[config.mk]
export PLATFORM = sky130hd
export DESIGN_NAME = overlay_scale_window_setup
export DESIGN_NICKNAME = d
export VERILOG_FILES = /design/src/hdl/osws_pkg.sv /design/src/hdl/overlay_scale_window_setup.sv /design/src/hdl/osws_clip.sv /design/src/hdl/osws_div.sv /design/src/hdl/osws_pack.sv
export SDC_FILE = /design/constraint.sdc
export NUM_CORES = 1
export LEC_CHECK = 0
export CAP_MARGIN = 0
export CORE_ASPECT_RATIO = 0.75
export CORE_MARGIN = 2
export CORE_UTILIZATION = 30
export DETAILED_ROUTE_END_ITERATION = 8
export DONT_BUFFER_PORTS = 1
export PLACE_DENSITY = 0.55
export SETUP_SLACK_MARGIN = 0.4
export SLEW_MARGIN = 20
export SYNTH_ARGS = -nofsm -noshare
export SYNTH_HDL_FRONTEND = slang
export SYNTH_HIERARCHICAL = 1
export SYNTH_SLANG_ARGS = --single-unit
[constraint.sdc]
create_clock -name clk -period 11.4 [get_ports clk]
set_input_delay 2.28 -clock clk [delete_from_list [all_inputs] [get_ports clk]]
set_output_delay 2.28 -clock clk [all_outputs]
set_load 0.01 [all_outputs]
[src/hdl/osws_pkg.sv]
`timescale 1ns / 1ps
`default_nettype none

package osws_pkg;

  // field widths
  localparam int DIM_W  = 13;
  localparam int POS_W  = 14;
  localparam int FRAC_W = 12;
  localparam int NUM_W  = DIM_W + FRAC_W;
  localparam int WORD_W = 32;
  localparam int ADDR_W = 3;

  // fixed-point constants
  localparam logic [NUM_W-1:0] ONE_STEP = NUM_W'(1 << FRAC_W);
  localparam int LUMA_INT_SH  = 15;
  localparam int FRAC_X_SH    = 3;
  localparam int FRAC_Y_SH    = 20;
  localparam int VERT_LUMA_SH = 16;

  // defaults
  localparam int MAX_RATIO_DEF = 7;
  localparam logic [DIM_W-1:0] DISP_W_RST = DIM_W'(1920);
  localparam logic [DIM_W-1:0] DISP_H_RST = DIM_W'(1080);

  // register index (address bit 2)
  localparam logic REG_DISP_W = 1'b0;
  localparam logic REG_DISP_H = 1'b1;

  typedef enum logic [1:0] {
    STAT_OK    = 2'd0,
    STAT_EMPTY = 2'd1,
    STAT_RATIO = 2'd2
  } status_t;

  // one clipped axis
  typedef struct packed {
    logic [DIM_W-1:0] pos;
    logic [DIM_W-1:0] len;
    logic             empty;
  } clip_t;

  // packed scale words and checks
  typedef struct packed {
    logic [WORD_W-1:0] luma;
    logic [WORD_W-1:0] chroma;
    logic [WORD_W-1:0] vint;
    logic              changed;
    logic              ratio_err;
  } scale_t;

endpackage

`default_nettype wire

[src/hdl/overlay_scale_window_setup.sv]
`timescale 1ns / 1ps
`default_nettype none

// channel   direction  handshake                  beat
// in_       input      in_valid / in_ready        source size, requested window
// out_      output     out_valid / out_ready      window, scale words, status
// cfg       input      psel, penable, pwrite      display width / height
//
// a beat skips the divide step when the window is empty or the sizes match, else
// the two 25-bit bit-serial dividers (x and y in parallel) compute the scale steps
// a new beat is taken while the previous result still waits in the output register
// rst_n is synchronous; it clears control and the stored scale words and
// restores the default display size
// out_ready low only holds the finished beat in its last state

module overlay_scale_window_setup
  import osws_pkg::*;
#(
  parameter int MAX_RATIO = MAX_RATIO_DEF
)(
  input  wire logic                     clk,
  input  wire logic                     rst_n,
  // input channel
  input  wire logic                     in_valid,
  output logic                          in_ready,
  input  wire logic        [DIM_W-1:0]  in_src_width,
  input  wire logic        [DIM_W-1:0]  in_src_height,
  input  wire logic signed [POS_W-1:0]  in_dst_x,
  input  wire logic signed [POS_W-1:0]  in_dst_y,
  input  wire logic signed [POS_W-1:0]  in_dst_w,
  input  wire logic signed [POS_W-1:0]  in_dst_h,
  // result channel
  output logic                          out_valid,
  input  wire logic                     out_ready,
  output logic             [WORD_W-1:0] out_win_pos_word,
  output logic             [WORD_W-1:0] out_win_size_word,
  output logic             [WORD_W-1:0] out_luma_scale_word,
  output logic             [WORD_W-1:0] out_chroma_scale_word,
  output logic             [WORD_W-1:0] out_vert_int_word,
  output logic                          out_scale_changed,
  output logic             [1:0]        out_status,
  // configuration
  input  wire logic                     psel,
  input  wire logic                     penable,
  input  wire logic                     pwrite,
  input  wire logic        [ADDR_W-1:0] paddr,
  input  wire logic        [WORD_W-1:0] pwdata,
  output logic             [WORD_W-1:0] prdata,
  output logic                          pready
);

  typedef enum logic [4:0] {
    ST_IDLE  = 5'b00001,
    ST_CLIP  = 5'b00010,
    ST_CHECK = 5'b00100,
    ST_DIV   = 5'b01000,
    ST_DONE  = 5'b10000
  } state_t;

  state_t state_r, state_nxt;

  logic [DIM_W-1:0] disp_w_r, disp_w_nxt;
  logic [DIM_W-1:0] disp_h_r, disp_h_nxt;

  logic        [DIM_W-1:0] src_w_r, src_h_r;
  logic signed [POS_W-1:0] dst_x_r, dst_y_r, dst_w_r, dst_h_r;
  logic                    take_in;

  clip_t xclip, yclip;
  clip_t xclip_r, yclip_r, xclip_nxt, yclip_nxt;

  logic [NUM_W-1:0] xf_r, xf_nxt, yf_r, yf_nxt;
  logic             div_start;
  logic [NUM_W-1:0] x_num, y_num, x_quo, y_quo;
  logic             x_done, y_done;
  logic             sizes_equal;

  scale_t scale;
  logic   load_out;
  logic   commit;

  logic              out_valid_r, out_valid_nxt;
  logic [WORD_W-1:0] out_pos_r, out_pos_nxt;
  logic [WORD_W-1:0] out_size_r, out_size_nxt;
  logic [WORD_W-1:0] out_luma_r, out_luma_nxt;
  logic [WORD_W-1:0] out_chroma_r, out_chroma_nxt;
  logic [WORD_W-1:0] out_vint_r, out_vint_nxt;
  logic              out_changed_r, out_changed_nxt;
  status_t           out_status_r, out_status_nxt;

  // configuration registers
  always_comb begin
    disp_w_nxt = disp_w_r;
    disp_h_nxt = disp_h_r;
    if (psel && penable && pwrite) begin
      case (paddr[2])
        REG_DISP_W: disp_w_nxt = pwdata[DIM_W-1:0];
        REG_DISP_H: disp_h_nxt = pwdata[DIM_W-1:0];
        default:    disp_w_nxt = disp_w_r;
      endcase
    end
  end

  assign prdata = (paddr[2] == REG_DISP_H) ? WORD_W'(disp_h_r) : WORD_W'(disp_w_r);
  assign pready = 1'b1;

  // input capture
  assign in_ready = (state_r == ST_IDLE);
  assign take_in  = in_valid && in_ready;

  always_ff @(posedge clk) begin
    if (take_in) begin
      src_w_r <= in_src_width;
      src_h_r <= in_src_height;
      dst_x_r <= in_dst_x;
      dst_y_r <= in_dst_y;
      dst_w_r <= in_dst_w;
      dst_h_r <= in_dst_h;
    end
  end

  // window clipping per axis
  osws_clip u_clip_x (
    .pos_i   (dst_x_r),
    .len_i   (dst_w_r),
    .limit_i (disp_w_r),
    .clip_o  (xclip)
  );

  osws_clip u_clip_y (
    .pos_i   (dst_y_r),
    .len_i   (dst_h_r),
    .limit_i (disp_h_r),
    .clip_o  (yclip)
  );

  assign xclip_nxt = (state_r == ST_CLIP) ? xclip : xclip_r;
  assign yclip_nxt = (state_r == ST_CLIP) ? yclip : yclip_r;

  always_ff @(posedge clk) begin
    xclip_r <= xclip_nxt;
    yclip_r <= yclip_nxt;
  end

  // scale steps: ((src - 1) << 12) / dst
  assign sizes_equal = (src_w_r == xclip_r.len) && (src_h_r == yclip_r.len);
  assign x_num = {((src_w_r == '0) ? src_w_r : (src_w_r - DIM_W'(1))), FRAC_W'(0)};
  assign y_num = {((src_h_r == '0) ? src_h_r : (src_h_r - DIM_W'(1))), FRAC_W'(0)};
  assign div_start = (state_r == ST_CHECK) && !xclip_r.empty && !yclip_r.empty &&
                     !sizes_equal;

  osws_div #(.NUM_BITS(NUM_W), .DEN_BITS(DIM_W)) u_div_x (
    .clk     (clk),
    .rst_n   (rst_n),
    .start_i (div_start),
    .num_i   (x_num),
    .den_i   (xclip_r.len),
    .done_o  (x_done),
    .quo_o   (x_quo)
  );

  osws_div #(.NUM_BITS(NUM_W), .DEN_BITS(DIM_W)) u_div_y (
    .clk     (clk),
    .rst_n   (rst_n),
    .start_i (div_start),
    .num_i   (y_num),
    .den_i   (yclip_r.len),
    .done_o  (y_done),
    .quo_o   (y_quo)
  );

  // packing, ratio check, change detect
  osws_pack #(.MAX_RATIO(MAX_RATIO)) u_pack (
    .clk      (clk),
    .rst_n    (rst_n),
    .xf_i     (xf_r),
    .yf_i     (yf_r),
    .commit_i (commit),
    .scale_o  (scale)
  );

  // sequencer
  always_comb begin
    state_nxt = state_r;
    xf_nxt    = xf_r;
    yf_nxt    = yf_r;
    case (state_r)
      ST_IDLE: begin
        if (take_in) state_nxt = ST_CLIP;
      end
      ST_CLIP: state_nxt = ST_CHECK;
      ST_CHECK: begin
        if (xclip_r.empty || yclip_r.empty) begin
          state_nxt = ST_DONE;
        end else if (sizes_equal) begin
          xf_nxt    = ONE_STEP;
          yf_nxt    = ONE_STEP;
          state_nxt = ST_DONE;
        end else begin
          state_nxt = ST_DIV;
        end
      end
      ST_DIV: begin
        if (x_done) begin
          xf_nxt    = x_quo;
          yf_nxt    = y_quo;
          state_nxt = ST_DONE;
        end
      end
      ST_DONE: begin
        if (load_out) state_nxt = ST_IDLE;
      end
      default: state_nxt = ST_IDLE;
    endcase
  end

  // result register
  assign load_out = (state_r == ST_DONE) && (!out_valid_r || out_ready);
  assign commit   = load_out && !xclip_r.empty && !yclip_r.empty && !scale.ratio_err;

  always_comb begin
    out_valid_nxt   = out_valid_r;
    out_pos_nxt     = out_pos_r;
    out_size_nxt    = out_size_r;
    out_luma_nxt    = out_luma_r;
    out_chroma_nxt  = out_chroma_r;
    out_vint_nxt    = out_vint_r;
    out_changed_nxt = out_changed_r;
    out_status_nxt  = out_status_r;
    if (load_out) begin
      out_valid_nxt   = 1'b1;
      out_pos_nxt     = '0;
      out_size_nxt    = '0;
      out_luma_nxt    = '0;
      out_chroma_nxt  = '0;
      out_vint_nxt    = '0;
      out_changed_nxt = 1'b0;
      if (xclip_r.empty || yclip_r.empty) begin
        out_status_nxt = STAT_EMPTY;
      end else begin
        out_pos_nxt  = (WORD_W'(yclip_r.pos) << 16) | WORD_W'(xclip_r.pos);
        out_size_nxt = (WORD_W'(yclip_r.len) << 16) | WORD_W'(xclip_r.len);
        if (scale.ratio_err) begin
          out_status_nxt = STAT_RATIO;
        end else begin
          out_status_nxt  = STAT_OK;
          out_luma_nxt    = scale.luma;
          out_chroma_nxt  = scale.chroma;
          out_vint_nxt    = scale.vint;
          out_changed_nxt = scale.changed;
        end
      end
    end else if (out_ready) begin
      out_valid_nxt = 1'b0;
    end
  end

  always_ff @(posedge clk) begin
    if (!rst_n) begin
      state_r     <= ST_IDLE;
      out_valid_r <= 1'b0;
      disp_w_r    <= DISP_W_RST;
      disp_h_r    <= DISP_H_RST;
    end else begin
      state_r     <= state_nxt;
      out_valid_r <= out_valid_nxt;
      disp_w_r    <= disp_w_nxt;
      disp_h_r    <= disp_h_nxt;
    end
  end

  always_ff @(posedge clk) begin
    xf_r          <= xf_nxt;
    yf_r          <= yf_nxt;
    out_pos_r     <= out_pos_nxt;
    out_size_r    <= out_size_nxt;
    out_luma_r    <= out_luma_nxt;
    out_chroma_r  <= out_chroma_nxt;
    out_vint_r    <= out_vint_nxt;
    out_changed_r <= out_changed_nxt;
    out_status_r  <= out_status_nxt;
  end

  assign out_valid             = out_valid_r;
  assign out_win_pos_word      = out_pos_r;
  assign out_win_size_word     = out_size_r;
  assign out_luma_scale_word   = out_luma_r;
  assign out_chroma_scale_word = out_chroma_r;
  assign out_vert_int_word     = out_vint_r;
  assign out_scale_changed     = out_changed_r;
  assign out_status            = out_status_r;

  a_div_lockstep: assert property (@(posedge clk) disable iff (!rst_n)
    x_done |-> (y_done && (state_r == ST_DIV)))
    else $error("dividers out of step");

  a_empty_zero: assert property (@(posedge clk) disable iff (!rst_n)
    (out_valid_r && (out_status_r == STAT_EMPTY)) |->
      ((out_pos_r == '0) && (out_size_r == '0) && (out_luma_r == '0)))
    else $error("empty window beat carries data");

  a_ratio_quiet: assert property (@(posedge clk) disable iff (!rst_n)
    (out_valid_r && (out_status_r == STAT_RATIO)) |->
      (!out_changed_r && (out_luma_r == '0) && (out_vint_r == '0)))
    else $error("ratio error beat carries scale words");

endmodule

`default_nettype wire

[src/hdl/osws_clip.sv]
`timescale 1ns / 1ps
`default_nettype none

module osws_clip
  import osws_pkg::*;
(
  input  wire logic signed [POS_W-1:0] pos_i,
  input  wire logic signed [POS_W-1:0] len_i,
  input  wire logic        [DIM_W-1:0] limit_i,
  output clip_t                        clip_o
);

  logic        [DIM_W-1:0] pos_c;
  logic signed [POS_W:0]   pos_s;
  logic signed [POS_W:0]   lim_s;
  logic signed [POS_W:0]   sum_s;
  logic signed [POS_W:0]   len_s;

  // negative edge clamps to zero
  assign pos_c = pos_i[POS_W-1] ? '0 : pos_i[DIM_W-1:0];
  assign pos_s = $signed({2'b00, pos_c});
  assign lim_s = $signed({2'b00, limit_i});
  assign sum_s = pos_s + $signed({len_i[POS_W-1], len_i});

  // cut length back to the display edge
  assign len_s = (sum_s > lim_s) ? (lim_s - pos_s) : $signed({len_i[POS_W-1], len_i});

  assign clip_o.pos   = pos_c;
  assign clip_o.len   = len_s[DIM_W-1:0];
  assign clip_o.empty = len_s[POS_W] || (len_s == '0);

endmodule

`default_nettype wire

[src/hdl/osws_div.sv]
`timescale 1ns / 1ps
`default_nettype none

module osws_div
  import osws_pkg::*;
#(
  parameter int NUM_BITS = NUM_W,
  parameter int DEN_BITS = DIM_W
)(
  input  wire logic                clk,
  input  wire logic                rst_n,
  input  wire logic                start_i,
  input  wire logic [NUM_BITS-1:0] num_i,
  input  wire logic [DEN_BITS-1:0] den_i,
  output logic                     done_o,
  output logic [NUM_BITS-1:0]      quo_o
);

  localparam int CNT_W = $clog2(NUM_BITS + 1);

  logic                busy_r, busy_nxt;
  logic                done_r, done_nxt;
  logic [CNT_W-1:0]    cnt_r, cnt_nxt;
  logic [DEN_BITS-1:0] rem_r, rem_nxt;
  logic [DEN_BITS-1:0] den_r, den_nxt;
  logic [NUM_BITS-1:0] quo_r, quo_nxt;
  logic [DEN_BITS:0]   trial;
  logic [DEN_BITS:0]   diff;
  logic                fits;

  // one quotient bit per cycle, dividend shifts out msb first
  assign trial = {rem_r, quo_r[NUM_BITS-1]};
  assign diff  = trial - {1'b0, den_r};
  assign fits  = (trial >= {1'b0, den_r});

  always_comb begin
    busy_nxt = busy_r;
    done_nxt = 1'b0;
    cnt_nxt  = cnt_r;
    rem_nxt  = rem_r;
    den_nxt  = den_r;
    quo_nxt  = quo_r;
    if (start_i) begin
      busy_nxt = 1'b1;
      cnt_nxt  = CNT_W'(NUM_BITS);
      rem_nxt  = '0;
      den_nxt  = den_i;
      quo_nxt  = num_i;
    end else if (busy_r) begin
      rem_nxt = fits ? diff[DEN_BITS-1:0] : trial[DEN_BITS-1:0];
      quo_nxt = {quo_r[NUM_BITS-2:0], fits};
      cnt_nxt = cnt_r - CNT_W'(1);
      if (cnt_r == CNT_W'(1)) begin
        busy_nxt = 1'b0;
        done_nxt = 1'b1;
      end
    end
  end

  // control
  always_ff @(posedge clk) begin
    if (!rst_n) begin
      busy_r <= 1'b0;
      done_r <= 1'b0;
      cnt_r  <= '0;
    end else begin
      busy_r <= busy_nxt;
      done_r <= done_nxt;
      cnt_r  <= cnt_nxt;
    end
  end

  // datapath
  always_ff @(posedge clk) begin
    rem_r <= rem_nxt;
    den_r <= den_nxt;
    quo_r <= quo_nxt;
  end

  assign done_o = done_r;
  assign quo_o  = quo_r;

  a_rem_below_den: assert property (@(posedge clk) disable iff (!rst_n)
    busy_r |-> (rem_r < den_r))
    else $error("divider remainder not below divisor");

  a_start_busy: assert property (@(posedge clk) disable iff (!rst_n)
    start_i |=> busy_r)
    else $error("divider did not start");

  a_done_idle: assert property (@(posedge clk) disable iff (!rst_n)
    done_r |-> !busy_r)
    else $error("divider done while busy");

endmodule

`default_nettype wire

[src/hdl/osws_pack.sv]
`timescale 1ns / 1ps
`default_nettype none

module osws_pack
  import osws_pkg::*;
#(
  parameter int MAX_RATIO = MAX_RATIO_DEF
)(
  input  wire logic             clk,
  input  wire logic             rst_n,
  input  wire logic [NUM_W-1:0] xf_i,
  input  wire logic [NUM_W-1:0] yf_i,
  input  wire logic             commit_i,
  output scale_t                scale_o
);

  localparam logic [DIM_W-1:0] MAX_EXT = DIM_W'(MAX_RATIO);

  logic [WORD_W-1:0] prev_luma_r, prev_luma_nxt;
  logic [WORD_W-1:0] prev_chroma_r, prev_chroma_nxt;
  logic [WORD_W-1:0] prev_vint_r, prev_vint_nxt;

  logic [DIM_W-1:0]  xi, yi;
  logic [DIM_W-2:0]  xic, yic;
  logic [FRAC_W-1:0] xfr, yfr, xfrc, yfrc;
  logic [WORD_W-1:0] luma, chroma, vint;

  // chroma step is half, luma step forced even
  assign xi   = xf_i[NUM_W-1:FRAC_W];
  assign yi   = yf_i[NUM_W-1:FRAC_W];
  assign xic  = xf_i[NUM_W-1:FRAC_W+1];
  assign yic  = yf_i[NUM_W-1:FRAC_W+1];
  assign xfr  = {xf_i[FRAC_W-1:1], 1'b0};
  assign yfr  = {yf_i[FRAC_W-1:1], 1'b0};
  assign xfrc = xf_i[FRAC_W:1];
  assign yfrc = yf_i[FRAC_W:1];

  // word packing
  assign luma   = (WORD_W'(xi) << LUMA_INT_SH) | (WORD_W'(xfr) << FRAC_X_SH) |
                  (WORD_W'(yfr) << FRAC_Y_SH);
  assign chroma = (WORD_W'(xic) << LUMA_INT_SH) | (WORD_W'(xfrc) << FRAC_X_SH) |
                  (WORD_W'(yfrc) << FRAC_Y_SH);
  assign vint   = (WORD_W'(yi) << VERT_LUMA_SH) | WORD_W'(yic);

  assign scale_o.luma      = luma;
  assign scale_o.chroma    = chroma;
  assign scale_o.vint      = vint;
  assign scale_o.ratio_err = (xi > MAX_EXT) || ({1'b0, xic} > MAX_EXT);
  assign scale_o.changed   = (luma != prev_luma_r) || (chroma != prev_chroma_r) ||
                             (vint != prev_vint_r);

  // stored previous words
  assign prev_luma_nxt   = commit_i ? luma : prev_luma_r;
  assign prev_chroma_nxt = commit_i ? chroma : prev_chroma_r;
  assign prev_vint_nxt   = commit_i ? vint : prev_vint_r;

  always_ff @(posedge clk) begin
    if (!rst_n) begin
      prev_luma_r   <= '0;
      prev_chroma_r <= '0;
      prev_vint_r   <= '0;
    end else begin
      prev_luma_r   <= prev_luma_nxt;
      prev_chroma_r <= prev_chroma_nxt;
      prev_vint_r   <= prev_vint_nxt;
    end
  end

endmodule

`default_nettype wire

* Word-level counts from Yosys, hierarchy flattened
Cells that the tools add are included.
Widths: inputs -> output; s select.
** Storage, ports and cells
- Logic and storage cells :: 163
- Register bits after elaboration :: 592
- Input bits :: 124
- Output and inout port bits :: 198
** Cells by class
- Reductions and logical operators :: 38
- Magnitude comparators :: 6
- Bitwise gates (word level) :: 10
- Muxes and demuxes :: 39
- $add $sub $neg :: 10
- Equal/unequal tests :: 17
** Operators by type and width (number)
- $mux 25 :: 8
- $pmux 25 s2 :: 2
- $ne 32x32->1 :: 3
- $mux 13 :: 7
- $or 32x32->32 :: 2
- $or 29x13->29 :: 2
- $mux 5 :: 9
- $add 14x14->15 :: 2
- $gt 15x14->1 :: 2
- $logic_not 15->1 :: 2
- $mux 15 :: 2
- $or 29x12->29 :: 1
- $ge 14x13->1 :: 2
- $or 28x15->28 :: 1
- $sub 13x13->14 :: 2
- $or 27x15->27 :: 1
- $eq 13x13->1 :: 2
- $logic_not 13->1 :: 2
- $sub 13x1->13 const B :: 2
- $sub 13x13->13 :: 2
- $pmux 5 s5 :: 1
- $eq 5x1->1 const B :: 3
- $gt 13x3->1 const B :: 1
- $gt 12x3->1 const B :: 1
- other kinds (19) :: 58

* Longest topological paths before layout
Gate-level depths: netlist (run 1).
- Depth in word-level cells :: 6
- Depth in mapped cells :: 22
- Gate-level depth less buffers :: 20

* By module
Netlist (run 1), hierarchy kept.
** Modules (own cells, without submodules)
- overlay_scale_window_setup :: times used 1, cells an instance 898, area an instance 14048.5 um2, sequential area each 10760.3 um2
- osws_div at u_div_y :: times used 1, cells an instance 263, area an instance 3075.4 um2, sequential area each 1541.5 um2
- osws_div at u_div_x :: times used 1, cells an instance 264, area an instance 2992.9 um2, sequential area each 1541.5 um2
- osws_pack :: times used 1, cells an instance 296, area an instance 2746.4 um2, sequential area each 820.8 um2
- osws_clip at u_clip_x :: times used 1, cells an instance 262, area an instance 1911.8 um2, sequential area each 0.0 um2
- osws_clip at u_clip_y :: times used 1, cells an instance 252, area an instance 1899.3 um2, sequential area each 0.0 um2

* Least setup slack after synthesis (run 1)
OpenSTA, ideal clock, no wires.
- Kind :: input to register
- Start point :: input port out_ready
- End point :: register out_chroma_r[0] (netlist: out_chroma_scale_word[0]) (enable)
- Setup slack :: 2.105 ns
- Arrival time :: 8.631 ns
- Library setup time :: 0.664 ns
- Cell stages on the path :: 2
- Required time :: 10.736 ns
- Path buffers :: 0
- Cell sequence :: nor2b_1 nor2_1
** On the way
- Word-level cells in the longest chain between the ends :: 2
** Ends and longest elaborated chain
- start: declaration :: RTL line overlay_scale_window_setup.sv:34 : input wire logic out_ready,
- $logic_or 1x1->1 :: RTL line overlay_scale_window_setup.sv:218 : assign load_out = (state_r == ST_DONE) && (!out_valid_r || out_ready);
- $logic_and 1x1->1 :: RTL line overlay_scale_window_setup.sv:218
- named net load_out :: RTL line overlay_scale_window_setup.sv:79 : logic load_out;
- end signal: assignment :: RTL line overlay_scale_window_setup.sv:278 : out_chroma_r <= out_chroma_nxt;
- end: declaration :: RTL line overlay_scale_window_setup.sv:86 : logic [WORD_W-1:0] out_chroma_r, out_chroma_nxt;
The timed path passes the listed nets, and every way through them passes these cells.
A chain may end at the register's enable or synchronous reset.

==> run_results.csv, run 1 <==
group,metric,value,unit
power_and_ir_drop,peakVddDrop,0.112,mV
floorplanning,std_cell_rows,94,
floorplanning,dieWidth,348,um
clock_network,htreeDepth,2,
floorplanning,fp.coreArea,87700,um2
power_and_ir_drop,internal-power,3400,uW
route,drt_iter0_drc,1011,
route,vias,16023,
cells_and_area,multi_input_area,10500,um2
power_and_ir_drop,p_leak,0.0105,uW
cells_and_area,regArea,14600,um2
placement,dp_cells,3269,
placement,finalWeightedCongestion,0.878,
status,outcome,"complete, no violations",
route,drc,0,
critical_path,startpoint,"dst_x_r[13]",
cells_and_area,finalNetCount,2416,
cells_and_area,finish.instance_area,28900,um2
clock_network,postCtsResizedCells,0,
synthesis,ys_warn_count,6,
power_and_ir_drop,total_power,4580,uW
floorplanning,fp.dieH,262,um
clock_network,clkTransAtPathRegs,0.06,ns
global_routing,grt_pass1_wl,97.4,mm
global_routing,grt_pass1_vias,15720,
route,dr.pass1.iters,5,
critical_path,critPathLaunchType,"flip-flop",
power_and_ir_drop,powerDensity,159,nW/um2
clock_network,clk_latency,0.62,ns
global_routing,grt_use_total,14.1,%
route,wl_per_cell,19.6,um
power_and_ir_drop,p_comb_share,13.7,%
timing,fin_worst_skew,0.0276,ns
power_and_ir_drop,seqPwrFrac,47.6,%
critical_path,crit_fanout,14,
timing,fin_crit,5.70,ns
cells_and_area,nFillCells,8721,
route,vias_per_cell,4.75,
cells_and_area,drive_gt1_share,9.64,%
timing,rsz0062_at_grt,"no",
synthesis,syn_area,26600,um2
clock_network,clockBufferDepth,3,
timing,hold_viol,0,
cells_and_area,fin_cells,3373,
route,ant_nets,0,
synthesis,syn_inst,2229,
flow_run,drv_cap,0,
critical_path,r2r_start,"dst_x_r[13]",
critical_path,end_kind,"flip-flop",
clock_network,cts_tree,"done",
timing,fmax,175,MHz
timing,fin_crit_sh,50.0,%
power_and_ir_drop,p_switching,1180,uW
critical_path,cp.required,11.76,ns
floorplanning,fp.dieArea,91000,um2
timing,worstMarginPinSlew,1.13,ns
timing,maxSlewHeadroom,24.3,%
clock_network,clock-sinks,523,
placement,port_buffers,0,
floorplanning,start_util,30.3,%
cells_and_area,fin_util,32.9,%
critical_path,arrival,6.06,ns
power_and_ir_drop,clock_power_share,38.7,%
timing,slew_violations,0,
global_routing,grt_max_degree,98,
route,wirelength,66.1,mm
clock_network,post-cts-setup-buffers,0,
cells_and_area,final_common_cell,"edfxtp_1",
min_path,min_from,"u_div_y/rem_r[2]",
critical_path,path_class,"flip-flop to flip-flop",
timing,tns,0,ns
placement,detailed_place_hpwl,49.1,mm
clock_network,cts-buffers-inserted,55,
min_path,hold_class,"flip-flop to flip-flop",
floorplanning,boundaryPins,322,
cells_and_area,final_cell_mix,"edfxtp_1, and2_1, nand2_1",
global_routing,antenna_found_initial,30,
synthesis,syn_area_per_cell,11.9,um2
clock_network,cts_root_buf,"clkbuf_16",
global_routing,overflow,0,
placement,placed_area,27100,um2
timing,setup_viol,0,
cells_and_area,syn_to_final_growth,8.73,%
clock_network,hold_buffers,0,
power_and_ir_drop,switching_share,25.8,%
-- per-stage QoR --
stage | worst slack, ns | hold WS (ns)
6_report | 5.70 | 0.474
5_1_grt | 5.22 | 0.505
4_1_cts | 5.70 | 0.474
3_5_place_dp | 5.74 | 0.466
3_3_place_gp | 5.79 | 0.462
2_1_floorplan | 2.10 | 0.437
-- flip-flops by register name (all words and copies together) (netlist names), 24 cells and up --
name / count
out_chroma_scale_word: 32
out_luma_scale_word: 32
out_vert_int_word: 32
u_pack/prev_chroma_r: 28
xclip_r: 27
yclip_r: 27
out_win_pos_word: 26
out_win_size_word: 26
u_div_x/quo_o: 25
u_div_y/quo_o: 25
xf_r: 24
yf_r: 24
-- cell type report --
type / count / area share, %
Sequential cell: 523 / 50.5
Multi-Input combinational cell: 1455 / 36.5
Clock buffer: 70 / 5.17
Tap cell: 1152 / 4.99
Inverter: 129 / 1.68
Clock inverter: 32 / 0.948
Timing Repair Buffer: 10 / 0.260
Antenna cell: 2 / 0.0173
-- worst max-delay path, cell delays in order, from the launching register on --
cell	delay [ns]
edfxtp_1	0.52
nor2b_1	0.37
ha_1	0.27
inv_1	0.06
fa_1	0.40
nor2b_1	0.16
o31a_1	0.19
o31ai_1	0.11
a21oi_1	0.38
a21oi_1	0.17
o21ai_0	0.22
xor2_1	0.19
ha_1	0.28
a211oi_1	0.26
o21ai_1	0.14
a2111oi_2	0.46
nor3_1	0.12
a211oi_2	0.28
nand3_2	0.39
mux2_1	0.45
-- metal layers --
layer / GRT usage, % / part of all wire, % / routed length, um / vias to the layer above
met5: 0 / 0.25 / 162 / -
met4: 4.00 / 2.5 / 1650 / 28
met3: 4.20 / 7.7 / 5100 / 125
met2: 21.6 / 44 / 28800 / 491
met1: 19.2 / 46 / 30400 / 7765
li1: - / - / - / 7614
-- power by group through the flow --
stage | clock [uW] | sequential [uW] | combinational [uW]
global route | 1890 | 2190 | 696
CTS | 1830 | 2180 | 623
finish | 1770 | 2180 | 627
floorplan | 0 | 2190 | 516
detailed placement | 0 | 2220 | 618
global placement | 0 | 2220 | 607
-- final timing paths --
kind                 endpoint  slack (ns)  cells after the start
max               xclip_r[13]        5.70                     19
min          u_div_y/rem_r[2]        0.47                      2
max reg2reg       xclip_r[13]        5.70                     19
min reg2reg  u_div_y/rem_r[2]        0.47                      2
Power figures use the tool's default switching activity.
==> run 2: changes to the inputs <==
--- a/config.mk
+++ b/config.mk
@@ -5,6 +5,7 @@
 export SDC_FILE = /design/constraint.sdc
 export NUM_CORES = 1
 export LEC_CHECK = 0
+export ABC_AREA = 1
 export CAP_MARGIN = 0
 export CORE_ASPECT_RATIO = 0.75
 export CORE_MARGIN = 2
==> constraint.sdc (replaced) <==
create_clock -name clk -period 5.71 [get_ports clk]
set_input_delay 1.142 -clock clk [delete_from_list [all_inputs] [get_ports clk]]
set_output_delay 1.142 -clock clk [all_outputs]
set_load 0.01 [all_outputs]
==> run 2 against run 1 <==
Net effect:
- non-clock buffer count rose by 5
- largest cell class unchanged
- highest routed layer unchanged
- critical path depth rose by 9
- critical endpoint is now yclip_r[0]
- largest power group unchanged
- maximum frequency rose by 23%
- first-iteration DRC count rose by 51%
==> run_results.csv, run 2 <==
group,metric,value,unit
critical_path,crit_family,"simple AND/OR/NAND/NOR gates",
power_and_ir_drop,powerDensity,314,nW/um2
critical_path,rr_endpoint,"yclip_r[0]",
cells_and_area,drive_gt1_share,7.19,%
timing,maxSlewHeadroom,32.5,%
critical_path,critPathLaunchType,"flip-flop",
cells_and_area,regArea,14600,um2
status,outcome,"complete, no violations",
timing,worstMarginPinSlew,1.01,ns
critical_path,worstSetupEndpoint,"yclip_r[0]",
floorplanning,start_util,30.4,%
clock_network,hold_buffers,0,
floorplanning,fp.dieH,268,um
clock_network,cts-buffers-inserted,57,
critical_path,worst-path-buf-inv,1,
min_path,min_from,"u_div_y/rem_r[12]",
cells_and_area,final_common_cell,"nand2_1",
timing,hold_viol,0,
clock_network,clockBufferDepth,3,
synthesis,syn_inst,3203,
global_routing,grt_use_total,14.8,%
timing,fin_crit,4.63,ns
global_routing,grt_pass1_wl,109,mm
clock_network,clock-sinks,523,
clock_network,htreeDepth,2,
timing,setup_slack,1.08,ns
route,drt_iter0_drc,1531,
global_routing,grt_max_degree,130,
critical_path,cpPeakStageDelay,0.41,ns
critical_path,path_class,"flip-flop to flip-flop",
critical_path,cp.required,6.19,ns
route,wirelength,71.5,mm
route,vias,19261,
timing,tns,0,ns
clock_network,clkTransAtPathRegs,0.06,ns
cells_and_area,multi_input_area,10100,um2
timing,slew_violations,0,
power_and_ir_drop,peakVddDrop,0.244,mV
floorplanning,std_cell_rows,96,
floorplanning,boundaryPins,322,
power_and_ir_drop,clock_power_share,39.3,%
timing,fin_crit_sh,81.2,%
critical_path,arrival,5.12,ns
global_routing,overflow,0,
critical_path,crit_fanout,17,
power_and_ir_drop,p_switching,2670,uW
synthesis,ys_warn_count,6,
timing,setup_viol,0,
route,dr.pass1.iters,5,
floorplanning,fp.coreArea,91800,um2
floorplanning,fp.dieArea,95400,um2
global_routing,antenna_found_initial,12,
placement,port_buffers,0,
power_and_ir_drop,seqPwrFrac,46.0,%
placement,detailed_place_hpwl,53.0,mm
timing,rsz0062_at_grt,"no",
synthesis,syn_area,27900,um2
critical_path,r2r_cells,28,
floorplanning,dieWidth,356,um
clock_network,cts_tree,"done",
timing,fmax,216,MHz
synthesis,syn_area_per_cell,8.70,um2
critical_path,crit_slowest_cell,"fa_1",
global_routing,grt_pass1_vias,18213,
clock_network,postCtsResizedCells,0,
clock_network,clk_latency,0.63,ns
cells_and_area,final_cell_mix,"nand2_1, inv_1, nor2_1",
critical_path,r2r_start,"dst_y_r[13]",
critical_path,end_kind,"flip-flop",
cells_and_area,syn_to_final_growth,9.39,%
placement,finalWeightedCongestion,0.877,
timing,fin_worst_skew,0.0185,ns
route,wl_per_cell,16.1,um
clock_network,post-cts-setup-buffers,0,
critical_path,startpoint,"dst_y_r[13]",
route,drc,0,
route,vias_per_cell,4.35,
power_and_ir_drop,p_comb_share,14.6,%
critical_path,worst_path_most_repeated_cell,"nand2_1",
cells_and_area,nFillCells,9543,
power_and_ir_drop,internal-power,6910,uW
flow_run,drv_cap,0,
critical_path,cp.depth,28,
power_and_ir_drop,p_leak,0.0134,uW
cells_and_area,finalNetCount,3393,
critical_path,r2r_setup_slack,1.08,ns
route,ant_nets,0,
placement,post-place-ws,1.10,ns
min_path,hold_class,"flip-flop to flip-flop",
clock_network,cts_root_buf,"clkbuf_16",
power_and_ir_drop,switching_share,27.9,%
[run 2: cell count changes in the layout (fill, tap and decap cells not counted), sizes merged, moves of 27 or more]
cell    delta
o21ai     +56
mux2      -82
and2     -197
nand2b    -39
xnor2     -46
nand4     +27
nor2b     -48
nand2    +672
mux2i     -56
nor2     +337
inv      +457
nand3     +88
[run 2: worst register-to-register path, delay by kind of cell (launching register included)]
kind / cells / cell delay, ns
AO/OA/AOI/OAI: 3 / 0.60
XOR/XNOR: 1 / 0.07
adder cells (fa/ha/maj): 3 / 0.94
buffers and inverters: 1 / 0.06
flip-flops: 1 / 0.38
AND/OR/NAND/NOR: 20 / 2.46
[run 2: through the flow]
step | std cells | area, um2 | hold slack (ns) | util, % | power [uW]
detailed placement | 4317 | 28600 | 0.461 | 31.1 | 5880
finish | 4429 | 30500 | 0.472 | 33.2 | 9580
floorplan | 3270 | 28100 | 0.444 | - | 5570
global placement | 4316 | 28500 | 0.457 | 31.1 | 5870
global route | 4425 | 30500 | 0.495 | 33.2 | 10100
CTS | 4425 | 30500 | 0.474 | 33.2 | 9710
[run 2: final cells by class]
type                       count  share of cell area [%]
tap                         1225                    5.03
inverter                     582                    7.18
sequential                   523                    47.8
antenna                        4                  0.0328
multi-input combinational   1972                    33.2
clock inverter                24                   0.735
clock buffer                  84                    5.52
timing repair buffer          15                   0.452
[run 2: how the worst min path moves through the flow]
stage,endpoint,cells past startpoint
2_1_floorplan,u_div_y/rem_r[12],2
3_3_place_gp,u_div_x/cnt_r[4],2
3_5_place_dp,u_div_x/rem_r[12],2
4_1_cts,u_div_x/rem_r[12],2
5_1_grt,u_div_x/den_r[11],0
6_report,u_div_y/rem_r[12],2
[run 2: per-layer routing]
metal	wire length [um]	vias up	GRT usage, %
met1	34700	8894	21.4
met5	39	-	0
met3	5170	81	3.93
met4	1270	6	3.49
met2	30400	450	22.1
li1	-	9830	-
[run 2: power by group through the flow]
stage / Combinational [uW] / Sequential [uW] / Clock (uW)
after CTS: 1400 / 4410 / 3910
after detailed placement: 1400 / 4490 / 0
after global routing: 1620 / 4420 / 4050
final: 1400 / 4410 / 3770
after global placement: 1380 / 4490 / 0
after floorplan: 1140 / 4440 / 0
